==> src/rtl/core/qlsf_pkg.sv <==
// ----------------------------------------------------------------------------
// qlsf_pkg
// Shared types, codes and helper functions of the quadratic least-squares
// fit core: item structs, controller-to-datapath commands and status.
// ----------------------------------------------------------------------------
package qlsf_pkg;

    // input item
    typedef struct packed {
        logic [1:0]          operation;
        logic signed [11:0]  x_value;
        logic signed [15:0]  sample_y;
    } in_t;

    // result item
    typedef struct packed {
        logic [1:0]          status;
        logic signed [63:0]  fitted_y;
        logic signed [47:0]  coef_quadratic;
        logic signed [47:0]  coef_linear;
        logic signed [47:0]  coef_constant;
    } out_t;

    // operation codes
    localparam logic [1:0] OP_CLEAR = 2'd0;
    localparam logic [1:0] OP_ADD   = 2'd1;
    localparam logic [1:0] OP_SOLVE = 2'd2;
    localparam logic [1:0] OP_EVAL  = 2'd3;

    // status codes
    localparam logic [1:0] ST_OK       = 2'd0;
    localparam logic [1:0] ST_SINGULAR = 2'd1;
    localparam logic [1:0] ST_NOFIT    = 2'd2;
    localparam logic [1:0] ST_FULL     = 2'd3;

    // datapath command codes
    typedef logic [4:0] dp_op_t;
    localparam dp_op_t DP_NOP      = 5'd0;
    localparam dp_op_t DP_LATCH    = 5'd1;
    localparam dp_op_t DP_CLEAR    = 5'd2;
    localparam dp_op_t DP_FULL     = 5'd3;
    localparam dp_op_t DP_ACC1     = 5'd4;
    localparam dp_op_t DP_ACC2     = 5'd5;
    localparam dp_op_t DP_ACC3     = 5'd6;
    localparam dp_op_t DP_LOAD     = 5'd7;
    localparam dp_op_t DP_PIV_INIT = 5'd8;
    localparam dp_op_t DP_PIV_CMP  = 5'd9;
    localparam dp_op_t DP_SWAP     = 5'd10;
    localparam dp_op_t DP_RD_A     = 5'd11;
    localparam dp_op_t DP_RD_B     = 5'd12;
    localparam dp_op_t DP_MUL      = 5'd13;
    localparam dp_op_t DP_DIV      = 5'd14;
    localparam dp_op_t DP_SUB_WR   = 5'd15;
    localparam dp_op_t DP_ACC_SUB  = 5'd16;
    localparam dp_op_t DP_SINGULAR = 5'd17;
    localparam dp_op_t DP_VWR      = 5'd18;
    localparam dp_op_t DP_NOFIT    = 5'd19;
    localparam dp_op_t DP_EV_HOLD  = 5'd20;
    localparam dp_op_t DP_EV_FIN   = 5'd21;
    localparam dp_op_t DP_EMIT     = 5'd22;

    // multiplier operand selects
    typedef logic [1:0] msel_t;
    localparam msel_t MS_F_RB  = 2'd0;
    localparam msel_t MS_RB_V  = 2'd1;
    localparam msel_t MS_C2_XX = 2'd2;
    localparam msel_t MS_C1_X  = 2'd3;

    typedef struct packed {
        dp_op_t      op;
        logic [1:0]  row;
        logic [1:0]  col;
        msel_t       msel;
    } dp_cmd_t;

    typedef struct packed {
        logic full;
        logic fitted;
        logic rb_zero;
        logic mul_busy;
        logic div_busy;
    } dp_stat_t;

    // restoring divider steps for a 128-bit dividend
    localparam int DIV_STEPS = 128;

    // magnitude of a signed 64-bit value
    function automatic logic [63:0] mag64(input logic [63:0] v);
        mag64 = v[63] ? (~v + 64'd1) : v;
    endfunction

    // signed value from sign and wide magnitude, saturated to 64 bits
    function automatic logic signed [63:0] from_mag(input logic neg, input logic [127:0] m);
        logic signed [63:0] r;
        if (m[127:63] != '0) begin
            r = neg ? {1'b1, 63'd0} : {1'b0, {63{1'b1}}};
        end else if (neg) begin
            r = -$signed(m[63:0]);
        end else begin
            r = $signed(m[63:0]);
        end
        from_mag = r;
    endfunction

endpackage

==> src/rtl/core/qlsf_ctrl.sv <==
// ----------------------------------------------------------------------------
// qlsf_ctrl
// Controller: item handshake, operation dispatch, and the elimination and
// back substitution sequence driven onto the datapath as commands.
// ----------------------------------------------------------------------------
module qlsf_ctrl (
    input  logic                aclk,
    input  logic                aresetn,
    input  logic                s_valid,
    output logic                s_ready,
    input  logic [1:0]          s_op,
    output logic                m_valid,
    input  logic                m_ready,
    output qlsf_pkg::dp_cmd_t   cmd,
    input  qlsf_pkg::dp_stat_t  stat
);

    localparam logic [5:0] S_IDLE  = 6'd0;
    localparam logic [5:0] S_DISP  = 6'd1;
    localparam logic [5:0] S_ACC1  = 6'd2;
    localparam logic [5:0] S_ACC2  = 6'd3;
    localparam logic [5:0] S_ACC3  = 6'd4;
    localparam logic [5:0] S_LOAD  = 6'd5;
    localparam logic [5:0] S_PINIT = 6'd6;
    localparam logic [5:0] S_PCMP  = 6'd7;
    localparam logic [5:0] S_PSWAP = 6'd8;
    localparam logic [5:0] S_ZRD   = 6'd9;
    localparam logic [5:0] S_ZTST  = 6'd10;
    localparam logic [5:0] S_ELA   = 6'd11;
    localparam logic [5:0] S_ELB   = 6'd12;
    localparam logic [5:0] S_ELDIV = 6'd13;
    localparam logic [5:0] S_ELDW  = 6'd14;
    localparam logic [5:0] S_EJB   = 6'd15;
    localparam logic [5:0] S_EJM   = 6'd16;
    localparam logic [5:0] S_EJW   = 6'd17;
    localparam logic [5:0] S_EJA   = 6'd18;
    localparam logic [5:0] S_EJS   = 6'd19;
    localparam logic [5:0] S_BA    = 6'd20;
    localparam logic [5:0] S_BB    = 6'd21;
    localparam logic [5:0] S_BM    = 6'd22;
    localparam logic [5:0] S_BW    = 6'd23;
    localparam logic [5:0] S_BS    = 6'd24;
    localparam logic [5:0] S_BD    = 6'd25;
    localparam logic [5:0] S_BDIV  = 6'd26;
    localparam logic [5:0] S_BDW   = 6'd27;
    localparam logic [5:0] S_EV1   = 6'd28;
    localparam logic [5:0] S_EVW1  = 6'd29;
    localparam logic [5:0] S_EVH   = 6'd30;
    localparam logic [5:0] S_EV2   = 6'd31;
    localparam logic [5:0] S_EVW2  = 6'd32;
    localparam logic [5:0] S_EVF   = 6'd33;
    localparam logic [5:0] S_RESP  = 6'd34;

    logic [5:0] state_reg, state_next;
    logic [1:0] op_reg, op_next;
    logic [1:0] i_reg, i_next, k_reg, k_next, j_reg, j_next;
    logic       m_valid_reg, m_valid_next;

    assign s_ready = (state_reg == S_IDLE);
    assign m_valid = m_valid_reg;

    // next state and command
    always_comb begin
        state_next   = state_reg;
        op_next      = op_reg;
        i_next       = i_reg;
        k_next       = k_reg;
        j_next       = j_reg;
        m_valid_next = m_valid_reg & ~m_ready;
        cmd.op       = qlsf_pkg::DP_NOP;
        cmd.row      = i_reg;
        cmd.col      = j_reg;
        cmd.msel     = qlsf_pkg::MS_F_RB;
        unique case (state_reg)
            S_IDLE: begin
                if (s_valid) begin
                    cmd.op     = qlsf_pkg::DP_LATCH;
                    op_next    = s_op;
                    state_next = S_DISP;
                end
            end
            S_DISP: begin
                unique case (op_reg)
                    qlsf_pkg::OP_CLEAR: begin
                        cmd.op     = qlsf_pkg::DP_CLEAR;
                        state_next = S_RESP;
                    end
                    qlsf_pkg::OP_ADD: begin
                        if (stat.full) begin
                            cmd.op     = qlsf_pkg::DP_FULL;
                            state_next = S_RESP;
                        end else begin
                            state_next = S_ACC1;
                        end
                    end
                    qlsf_pkg::OP_SOLVE: begin
                        k_next     = 2'd0;
                        j_next     = 2'd0;
                        state_next = S_LOAD;
                    end
                    default: begin
                        if (!stat.fitted) begin
                            cmd.op     = qlsf_pkg::DP_NOFIT;
                            state_next = S_RESP;
                        end else begin
                            state_next = S_EV1;
                        end
                    end
                endcase
            end
            S_ACC1: begin
                cmd.op     = qlsf_pkg::DP_ACC1;
                state_next = S_ACC2;
            end
            S_ACC2: begin
                cmd.op     = qlsf_pkg::DP_ACC2;
                state_next = S_ACC3;
            end
            S_ACC3: begin
                cmd.op     = qlsf_pkg::DP_ACC3;
                state_next = S_RESP;
            end
            // fill the augmented matrix row by row
            S_LOAD: begin
                cmd.op  = qlsf_pkg::DP_LOAD;
                cmd.row = k_reg;
                if (j_reg == 2'd3) begin
                    j_next = 2'd0;
                    if (k_reg == 2'd2) begin
                        i_next     = 2'd0;
                        state_next = S_PINIT;
                    end else begin
                        k_next = k_reg + 2'd1;
                    end
                end else begin
                    j_next = j_reg + 2'd1;
                end
            end
            // pivot search on column i
            S_PINIT: begin
                cmd.op  = qlsf_pkg::DP_PIV_INIT;
                cmd.col = i_reg;
                if (i_reg == 2'd2) begin
                    state_next = S_PSWAP;
                end else begin
                    k_next     = i_reg + 2'd1;
                    state_next = S_PCMP;
                end
            end
            S_PCMP: begin
                cmd.op  = qlsf_pkg::DP_PIV_CMP;
                cmd.row = k_reg;
                cmd.col = i_reg;
                if (k_reg == 2'd2) state_next = S_PSWAP;
                else k_next = k_reg + 2'd1;
            end
            S_PSWAP: begin
                cmd.op     = qlsf_pkg::DP_SWAP;
                state_next = S_ZRD;
            end
            S_ZRD: begin
                cmd.op     = qlsf_pkg::DP_RD_B;
                cmd.col    = i_reg;
                state_next = S_ZTST;
            end
            S_ZTST: begin
                if (stat.rb_zero) begin
                    cmd.op     = qlsf_pkg::DP_SINGULAR;
                    state_next = S_RESP;
                end else if (i_reg == 2'd2) begin
                    state_next = S_BA;
                end else begin
                    k_next     = i_reg + 2'd1;
                    state_next = S_ELA;
                end
            end
            // elimination factor for row k
            S_ELA: begin
                cmd.op     = qlsf_pkg::DP_RD_A;
                cmd.row    = k_reg;
                cmd.col    = i_reg;
                state_next = S_ELB;
            end
            S_ELB: begin
                cmd.op     = qlsf_pkg::DP_RD_B;
                cmd.col    = i_reg;
                state_next = S_ELDIV;
            end
            S_ELDIV: begin
                cmd.op     = qlsf_pkg::DP_DIV;
                state_next = S_ELDW;
            end
            S_ELDW: begin
                if (!stat.div_busy) begin
                    j_next     = i_reg;
                    state_next = S_EJB;
                end
            end
            // row update a[k][j] -= f * a[i][j]
            S_EJB: begin
                cmd.op     = qlsf_pkg::DP_RD_B;
                state_next = S_EJM;
            end
            S_EJM: begin
                cmd.op     = qlsf_pkg::DP_MUL;
                cmd.msel   = qlsf_pkg::MS_F_RB;
                state_next = S_EJW;
            end
            S_EJW: begin
                if (!stat.mul_busy) state_next = S_EJS;
            end
            S_EJA: begin
                state_next = S_EJS;
            end
            S_EJS: begin
                cmd.op  = qlsf_pkg::DP_SUB_WR;
                cmd.row = k_reg;
                if (j_reg == 2'd3) begin
                    if (k_reg == 2'd2) begin
                        i_next     = i_reg + 2'd1;
                        state_next = S_PINIT;
                    end else begin
                        k_next     = k_reg + 2'd1;
                        state_next = S_ELA;
                    end
                end else begin
                    j_next     = j_reg + 2'd1;
                    state_next = S_EJB;
                end
            end
            // back substitution for unknown i
            S_BA: begin
                cmd.op  = qlsf_pkg::DP_RD_A;
                cmd.col = 2'd3;
                if (i_reg == 2'd2) begin
                    state_next = S_BD;
                end else begin
                    j_next     = i_reg + 2'd1;
                    state_next = S_BB;
                end
            end
            S_BB: begin
                cmd.op     = qlsf_pkg::DP_RD_B;
                state_next = S_BM;
            end
            S_BM: begin
                cmd.op     = qlsf_pkg::DP_MUL;
                cmd.msel   = qlsf_pkg::MS_RB_V;
                state_next = S_BW;
            end
            S_BW: begin
                if (!stat.mul_busy) state_next = S_BS;
            end
            S_BS: begin
                cmd.op = qlsf_pkg::DP_ACC_SUB;
                if (j_reg == 2'd2) begin
                    state_next = S_BD;
                end else begin
                    j_next     = j_reg + 2'd1;
                    state_next = S_BB;
                end
            end
            S_BD: begin
                cmd.op     = qlsf_pkg::DP_RD_B;
                cmd.col    = i_reg;
                state_next = S_BDIV;
            end
            S_BDIV: begin
                cmd.op     = qlsf_pkg::DP_DIV;
                state_next = S_BDW;
            end
            S_BDW: begin
                if (!stat.div_busy) begin
                    cmd.op = qlsf_pkg::DP_VWR;
                    if (i_reg == 2'd0) begin
                        state_next = S_RESP;
                    end else begin
                        i_next     = i_reg - 2'd1;
                        state_next = S_BA;
                    end
                end
            end
            // evaluation a*x^2 + b*x + c
            S_EV1: begin
                cmd.op     = qlsf_pkg::DP_MUL;
                cmd.msel   = qlsf_pkg::MS_C2_XX;
                state_next = S_EVW1;
            end
            S_EVW1: begin
                if (!stat.mul_busy) state_next = S_EVH;
            end
            S_EVH: begin
                cmd.op     = qlsf_pkg::DP_EV_HOLD;
                state_next = S_EV2;
            end
            S_EV2: begin
                cmd.op     = qlsf_pkg::DP_MUL;
                cmd.msel   = qlsf_pkg::MS_C1_X;
                state_next = S_EVW2;
            end
            S_EVW2: begin
                if (!stat.mul_busy) state_next = S_EVF;
            end
            S_EVF: begin
                cmd.op     = qlsf_pkg::DP_EV_FIN;
                state_next = S_RESP;
            end
            // hand the result to the output register
            S_RESP: begin
                if (!m_valid_reg || m_ready) begin
                    cmd.op       = qlsf_pkg::DP_EMIT;
                    m_valid_next = 1'b1;
                    state_next   = S_IDLE;
                end
            end
            default: state_next = S_IDLE;
        endcase
    end

    always_ff @(posedge aclk) begin
        if (!aresetn) begin
            state_reg   <= S_IDLE;
            m_valid_reg <= 1'b0;
            op_reg      <= qlsf_pkg::OP_CLEAR;
            i_reg       <= 2'd0;
            k_reg       <= 2'd0;
            j_reg       <= 2'd0;
        end else begin
            state_reg   <= state_next;
            m_valid_reg <= m_valid_next;
            op_reg      <= op_next;
            i_reg       <= i_next;
            k_reg       <= k_next;
            j_reg       <= j_next;
        end
    end

endmodule

==> config.mk <==
export PLATFORM = sky130hd
export DESIGN_NAME = qlsf_ctrl
export DESIGN_NICKNAME = d
export VERILOG_FILES = /design/src/rtl/core/qlsf_pkg.sv /design/src/rtl/core/qlsf_ctrl.sv
export SDC_FILE = /design/constraint.sdc
export NUM_CORES = 1
export LEC_CHECK = 0
export ABC_AREA = 1
export BUFFER_PORTS_ARGS = -buffer_cell sky130_fd_sc_hd__buf_4
export CAP_MARGIN = 25
export CORE_AREA = 2 2 66 68
export DETAILED_ROUTE_END_ITERATION = 6
export DIE_AREA = 0 0 68 70
export HOLD_SLACK_MARGIN = 0.05
export PLACE_DENSITY = 0.7
export SETUP_SLACK_MARGIN = 0.05
export SLEW_MARGIN = 0
export SYNTH_ARGS = -nofsm -noshare
export SYNTH_HDL_FRONTEND = slang
export SYNTH_SLANG_ARGS = --single-unit
==> constraint.sdc <==
create_clock -name aclk -period 1.8 [get_ports aclk]
set_clock_uncertainty 0.15 [all_clocks]
set_input_delay 0.09 -clock aclk [delete_from_list [all_inputs] [get_ports aclk]]
set_output_delay 0.09 -clock aclk [all_outputs]
set_load 0.005 [all_outputs]
==> results of run 1 <==
power by group:
group | internal (mW) | leakage, nW | switching (mW)
Combinational | 1.08 | 1.72 | 1.29
Clock | 0.157 | 0.0228 | 0.137
Sequential | 0.400 | 0.126 | 0.0857
Total | 1.64 | 1.87 | 1.51
worst max path at each step:
stage / from / to / slack [ns]
2_1_floorplan: state_reg[5] / k_reg[1] / 0.17
3_3_place_gp: state_reg[2] / k_reg[0] / -0.13
3_5_place_dp: state_reg[2] / k_reg[0] / -0.18
4_1_cts: state_reg[4] / cmd[2] / -0.19
5_1_grt: state_reg[2] / cmd[2] / -0.42
6_report: state_reg[2] / cmd[9] / -0.33
what timing repair did:
action | CTS | global route
gates resized for setup | 71 | 59
pin swaps | 21 | 18
buffers inserted | 17 | 10
endpoints found under the hold margin | 6 | 0
hold buffers | 4 | 0
cloned | 2 | 0
endpoints found under the setup margin | 24 | 25
layout make-up:
type | instances | area share [%]
clock buffers | 4 | 1.29
well taps | 52 | 1.87
repair buffers | 115 | 28.6
flip-flops and latches | 15 | 9.28
inverters | 55 | 6.29
multi-input cells | 311 | 52.6
through the flow:
| step | setup WS (ns) | hold WS [ns] |
|---|---|---|
| after detailed placement | -0.182 | 0.249 |
| final | -0.327 | 0.118 |
| after global routing | -0.425 | 0.151 |
| after floorplan | 0.172 | 0.0658 |
| after global placement | -0.131 | 0.233 |
| after CTS | -0.193 | 0.0923 |
layout by cell type, fill, tap and decap left out, drive strengths merged:
master and instances:
o31ai 1, o211ai 1, nand3 48, nor3 5, a31oi 1, dlygate4sd3 4, buf 111, ha 5
inv 54, o21a 1, nand4 15, o22ai 1, clkinv 1, a21oi 16, o21ai 18, dfxtp 15
nand2 122, nor4 3, nor2 74, clkbuf 4
layer usage:
layer	track usage [%]	vias to the layer above	part of all wire (%)
met5	0	-	0
met4	26.9	0	8.7
met3	7.73	100	10
met2	63.2	258	46
met1	44.8	1442	36
li1	-	1486	-
cells by family after synthesis:
group | after synthesis | share of synthesized area [%]
flip-flops | 15 | 14.9
adder cells (fa/ha/maj) | 5 | 3.11
buffers and inverters | 64 | 12.8
AO/OA/AOI/OAI | 39 | 10.4
AND/OR/NAND/NOR | 266 | 58.8
critical path: stages, from the launching register on:
cell     delay (ns)
dfxtp_4        0.42
buf_4          0.14
nor2_4         0.05
buf_4          0.14
nand3_2        0.13
nand2_2        0.10
nor4_4         0.31
nand4_1        0.16
buf_4          0.17
==> metrics, run 1 <==
status=finished, violations left; failing checks=negative setup slack; critical path arrival=1.89 ns; largest area contributor in the netlist=nand2_1; most numerous cell in the Yosys netlist=nand2_1; Least-Margin Pin Slew=roughly 0.40 ns; CTS H-tree lvls=1; ant diodes=0; CP Capture Type=output port; share of cells above drive strength 1=41.6%; nets=around 520; Port Buffer Count=23; dpl cells=516; critical path fanouts, max=6; Final Critical Period=approximately 2.1 ns; ys flop type=dfxtp_1; TritonCTS clock tree=yes; Slew headroom=73.3%; wire per inst=about 18 µm; antenna-violating nets left=0; Hold Vio Cnt, Final=0; PnR Total Power=3.16 mW; MaxCap Viol Count=0; vias=about 3,300; R2R Path End=j_reg[0]; fillcell total=around 260; drt pass-1 iters=6; register area=323 µm²; grt total ovfl=0; I/O pin total=24; Mapped Area=roughly 0.0020 mm²; Final period util=118%; Clk pin slew, worst setup/hold paths=roughly 0.070 ns; routability congestion estimate=1.01; Unique masters post-synth=27; CP Class=reg2out; CP required=1.56 ns; GRT Total Usage=about two fifths; Avg Vias per Cell=a little under 6; Clk Latency, worst-skew pair=around 0.26 ns; Synth Instances=slightly below 400; number of global-route vias before repair=2,999; DIE HEIGHT=around 70 µm; max FFs per register=6; Initial Util=between 40% and 50%; final core occ=between 80% and 90%; Synth top area share=between 20% and 30%; Pleak=1.87 nW; R2R setup slack=-0.22 ns; Post-synth EDFFs=0; post-synthesis sequential element count=15; largest net degree at the start of global routing=13; Clock Tree Root=clkbuf_8; Num CTS Buffers=3; Core Rows=24; Hold Crit Start=stat[0]; Post-synth top cells=122 x nand2_1, 66 x nor2_1, 50 x inv_1; core area=around 0.0041 mm²; Synthesized Nets=around 410; largest cells by area after synthesis=nand2_1 23%, dfxtp_1 15%, nor2_1 12%; fin cells=552; hold crit path type=in2reg; final setup fails=21; Synth warnings=0; Die ar.=0.00476 mm²; post-DP HPWL=6420 µm; Setup WS post-layout=-0.327 ns; Area Growth Syn to Fin=72.9%; clock sinks=15; final wirelength=9870 µm; Async S/R FF share, synth=0%; Final Max Slew Viols=0; reg2reg start=state_reg[0]; initial antenna violation count=0; detailed-route DRC error count=0; Max clock buf depth=2; first-pass GRT wire length=between 10,000 and 15,000 µm; Peak Freq=about 0.47 GHz; part of the Yosys area used for sequential elements=~15%; Avg Inst Size Synth=~5.2 µm²; Iter 0 DRT Violations=350; hold-critical path endpoint=j_reg[0]; die span in x=between 60 and 70 µm; Worst setup SP type=flop; peak supply drop=between 0.5 and 0.6 mV; FF-to-FF path depth=12; Placed Area=~0.0027 mm²; Final Cell Area=0.00348 mm²; area of the multi-input gates=around 0.0018 mm²; PwrDens=approximately 900 mW/mm²; Final TNS setup=-3.84 ns; Cells on Worst Hold Path=6; unrepaired setup endpoints after global routing=true
(Power assumes the default switching activity.)
==> run 2, diff against run 1 <==
--- a/config.mk
+++ b/config.mk
@@ -13,6 +13,7 @@
 export DIE_AREA = 0 0 68 70
 export HOLD_SLACK_MARGIN = 0.05
 export PLACE_DENSITY = 0.7
+export RECOVER_POWER = 25
 export SETUP_SLACK_MARGIN = 0.05
 export SLEW_MARGIN = 0
 export SYNTH_ARGS = -nofsm -noshare
==> run 2 against run 1 <==
  * The flow still finishes with violations (negative setup slack)
  * Power is 0.12% lower
  * Clock-buffer cell count stayed put
  * First-iteration DRC count is 0.29% higher
  * Largest cell class unchanged
==> metrics, run 2 (same netlist as run 1, synthesis figures left out) <==
die span in x=68 µm (unchanged); Die ar.=0.00476 mm² (unchanged); clock sinks=15 (unchanged); Worst setup SP type=flop; Cells on Worst Hold Path=6 (unchanged); Port Buffer Count=23 (unchanged); Final Max Slew Viols=0 (unchanged); final setup fails=21 (unchanged); commonest non-fill, non-tap cell in the layout=nand2_1; Final Critical Period=2.11 ns (-0.0133 ns); hold slack=0.117 ns (-0.00106 ns); nets=517 (unchanged); Clk pin slew, worst setup/hold paths=0.07 ns (about the same); Avg Vias per Cell=5.99 (+0.64%); status=finished, violations left; vias=3,307 (+0.64%); Num CTS Buffers=3 (unchanged); Initial Util=48.6% (unchanged); Pleak=1.87 nW (about the same); ant diodes=0 (unchanged); Final Cell Area=0.00348 mm² (unchanged); initial antenna violation count=0 (unchanged); Slew headroom=73.7% (+0.42 points); failing checks=negative setup slack; first-pass GRT wire length=14,000 µm (unchanged); critical path fanouts, max=6 (unchanged); critical path depth=8 (unchanged); Clk Latency, worst-skew pair=0.26 ns (about the same); Iter 0 DRT Violations=351 (+0.29%); Core Rows=24 (unchanged); Peak Freq=0.473 GHz (+0.63%); PnR Total Power=3.15 mW (-0.12%); DRT met1 WL=3480 µm (-1.5%); CTS H-tree lvls=1 (unchanged); met3 wire length=997 µm (+1.4%); number of global-route vias before repair=2,999 (unchanged); Least-Margin Pin Slew=0.393 ns (-0.00676 ns); share of cells above drive strength 1=41.6% (unchanged); CP required=1.56 ns (about the same); CP cell instances=buf_4 -> nor2_4 -> buf_4 -> nand3_2 -> nand2_2 -> nor4_4 -> nand4_1 -> buf_4; CP Buf/Inv Count=3 (unchanged); DIE HEIGHT=70 µm (unchanged); peak supply drop=0.532 mV (-0.17%); PwrDens=906 mW/mm² (-0.12%); GRT Total Usage=39.1% (unchanged); FF-to-FF path depth=12 (unchanged); detailed-route DRC error count=0 (unchanged); MaxCap Viol Count=0 (unchanged); antenna-violating nets left=0 (unchanged); post-DP HPWL=6420 µm (unchanged); Hold Vio Cnt, Final=0 (unchanged); core area=0.00414 mm² (unchanged); CP max stage cell=dfxtp_4; Area Growth Syn to Fin=72.9% (unchanged); Placed Area=0.00267 mm² (unchanged); final wirelength=9840 µm (-0.32%); CP max stage delay=0.43 ns (about the same); Crit path top cell by count=buf_4; commonest non-fill, non-tap cells in the layout=105 x nand2_1, 92 x buf_4, 53 x nor2_1, 43 x inv_1, 23 x nand3_1; critical path arrival=1.87 ns (-0.02 ns); TritonCTS clock tree=yes; CP Capture Type=output port; pre-CTS WS=-0.182 ns (unchanged); I/O pin total=24 (unchanged); Clock Tree Root=clkbuf_8; Final period util=117% (-0.74 points); drt pass-1 iters=5 (-1); max FFs per register=6 (unchanged); Top Layer Used=met4; unrepaired setup endpoints after global routing=true; wire per inst=17.8 µm (-0.32%); hold crit path type=in2reg; Setup WS post-layout=-0.314 ns (+0.0133 ns); CP Class=reg2out; grt total ovfl=0 (unchanged); met2 WL=4510 µm (+0.38%); routability congestion estimate=1.01 (unchanged); Largest delay share family, worst path=simple AND/OR/NAND/NOR gates; Max clock buf depth=2 (unchanged); largest net degree at the start of global routing=13 (unchanged)
==> run 2: cell count changes in the layout (fill, tap and decap cells not counted), sizes merged <==
| cell | previous run | this run |
|---|---|---|
| buf | 111 | 110 |
| clkbuf | 4 | 5 |
==> run 2: repair_timing <==
item,in CTS,in global routing
hold endpoints to repair,6,0
endpoints found under the setup margin,24,25
setup buffers,17,10
cloned,2,0
hold buffers,4,0
pin swaps,21,18
gates resized for setup,71,59
==> run 2: metal layers <==
metal  track usage [%]  vias up
li1                  -     1482
met1              44.8     1457
met2              63.2      276
met3              7.73       92
met4              26.9        0
met5                 0        -
==> run 2: tightest hold or removal path: stages <==
cell,delay [ns]
buf_4,0.08
nand2_1,0.05
nand3_1,0.07
nor2_1,0.06
nand2_1,0.07
a21oi_1,0.06
==> run 2: final cells by class <==
cell class,instances,area [µm²]
fill,261,666
multi-input combinational,311,1830
inverter,55,219
sequential,15,323
timing repair buffer,115,996
tap,52,65.1
clock buffer,4,45.0
==> run 2: through the flow <==
step	setup TNS, ns	utilization (%)	std cells
4_1_cts	-2.45	76.8	543
2_1_floorplan	0	-	389
3_3_place_gp	-1.14	64.4	516
6_report	-3.87	83.9	552
3_5_place_dp	-1.57	64.4	516
5_1_grt	-5.68	83.9	552
==> run 2: final timing paths <==
path,from,slack (ns),endpoint
max,state_reg[2],-0.31,cmd[9]
min reg2reg,k_reg[0],0.34,k_reg[0]
min,stat[0],0.12,j_reg[0]
max reg2reg,state_reg[1],-0.21,state_reg[2]
==> run 2: report_power, final <==
part | switching, mW | total (mW) | leakage, nW | internal (mW)
logic | 1.29 | 2.37 | 1.72 | 1.08
registers | 0.0851 | 0.485 | 0.126 | 0.400
clock network | 0.139 | 0.296 | 0.0228 | 0.157
total | 1.51 | 3.15 | 1.87 | 1.64
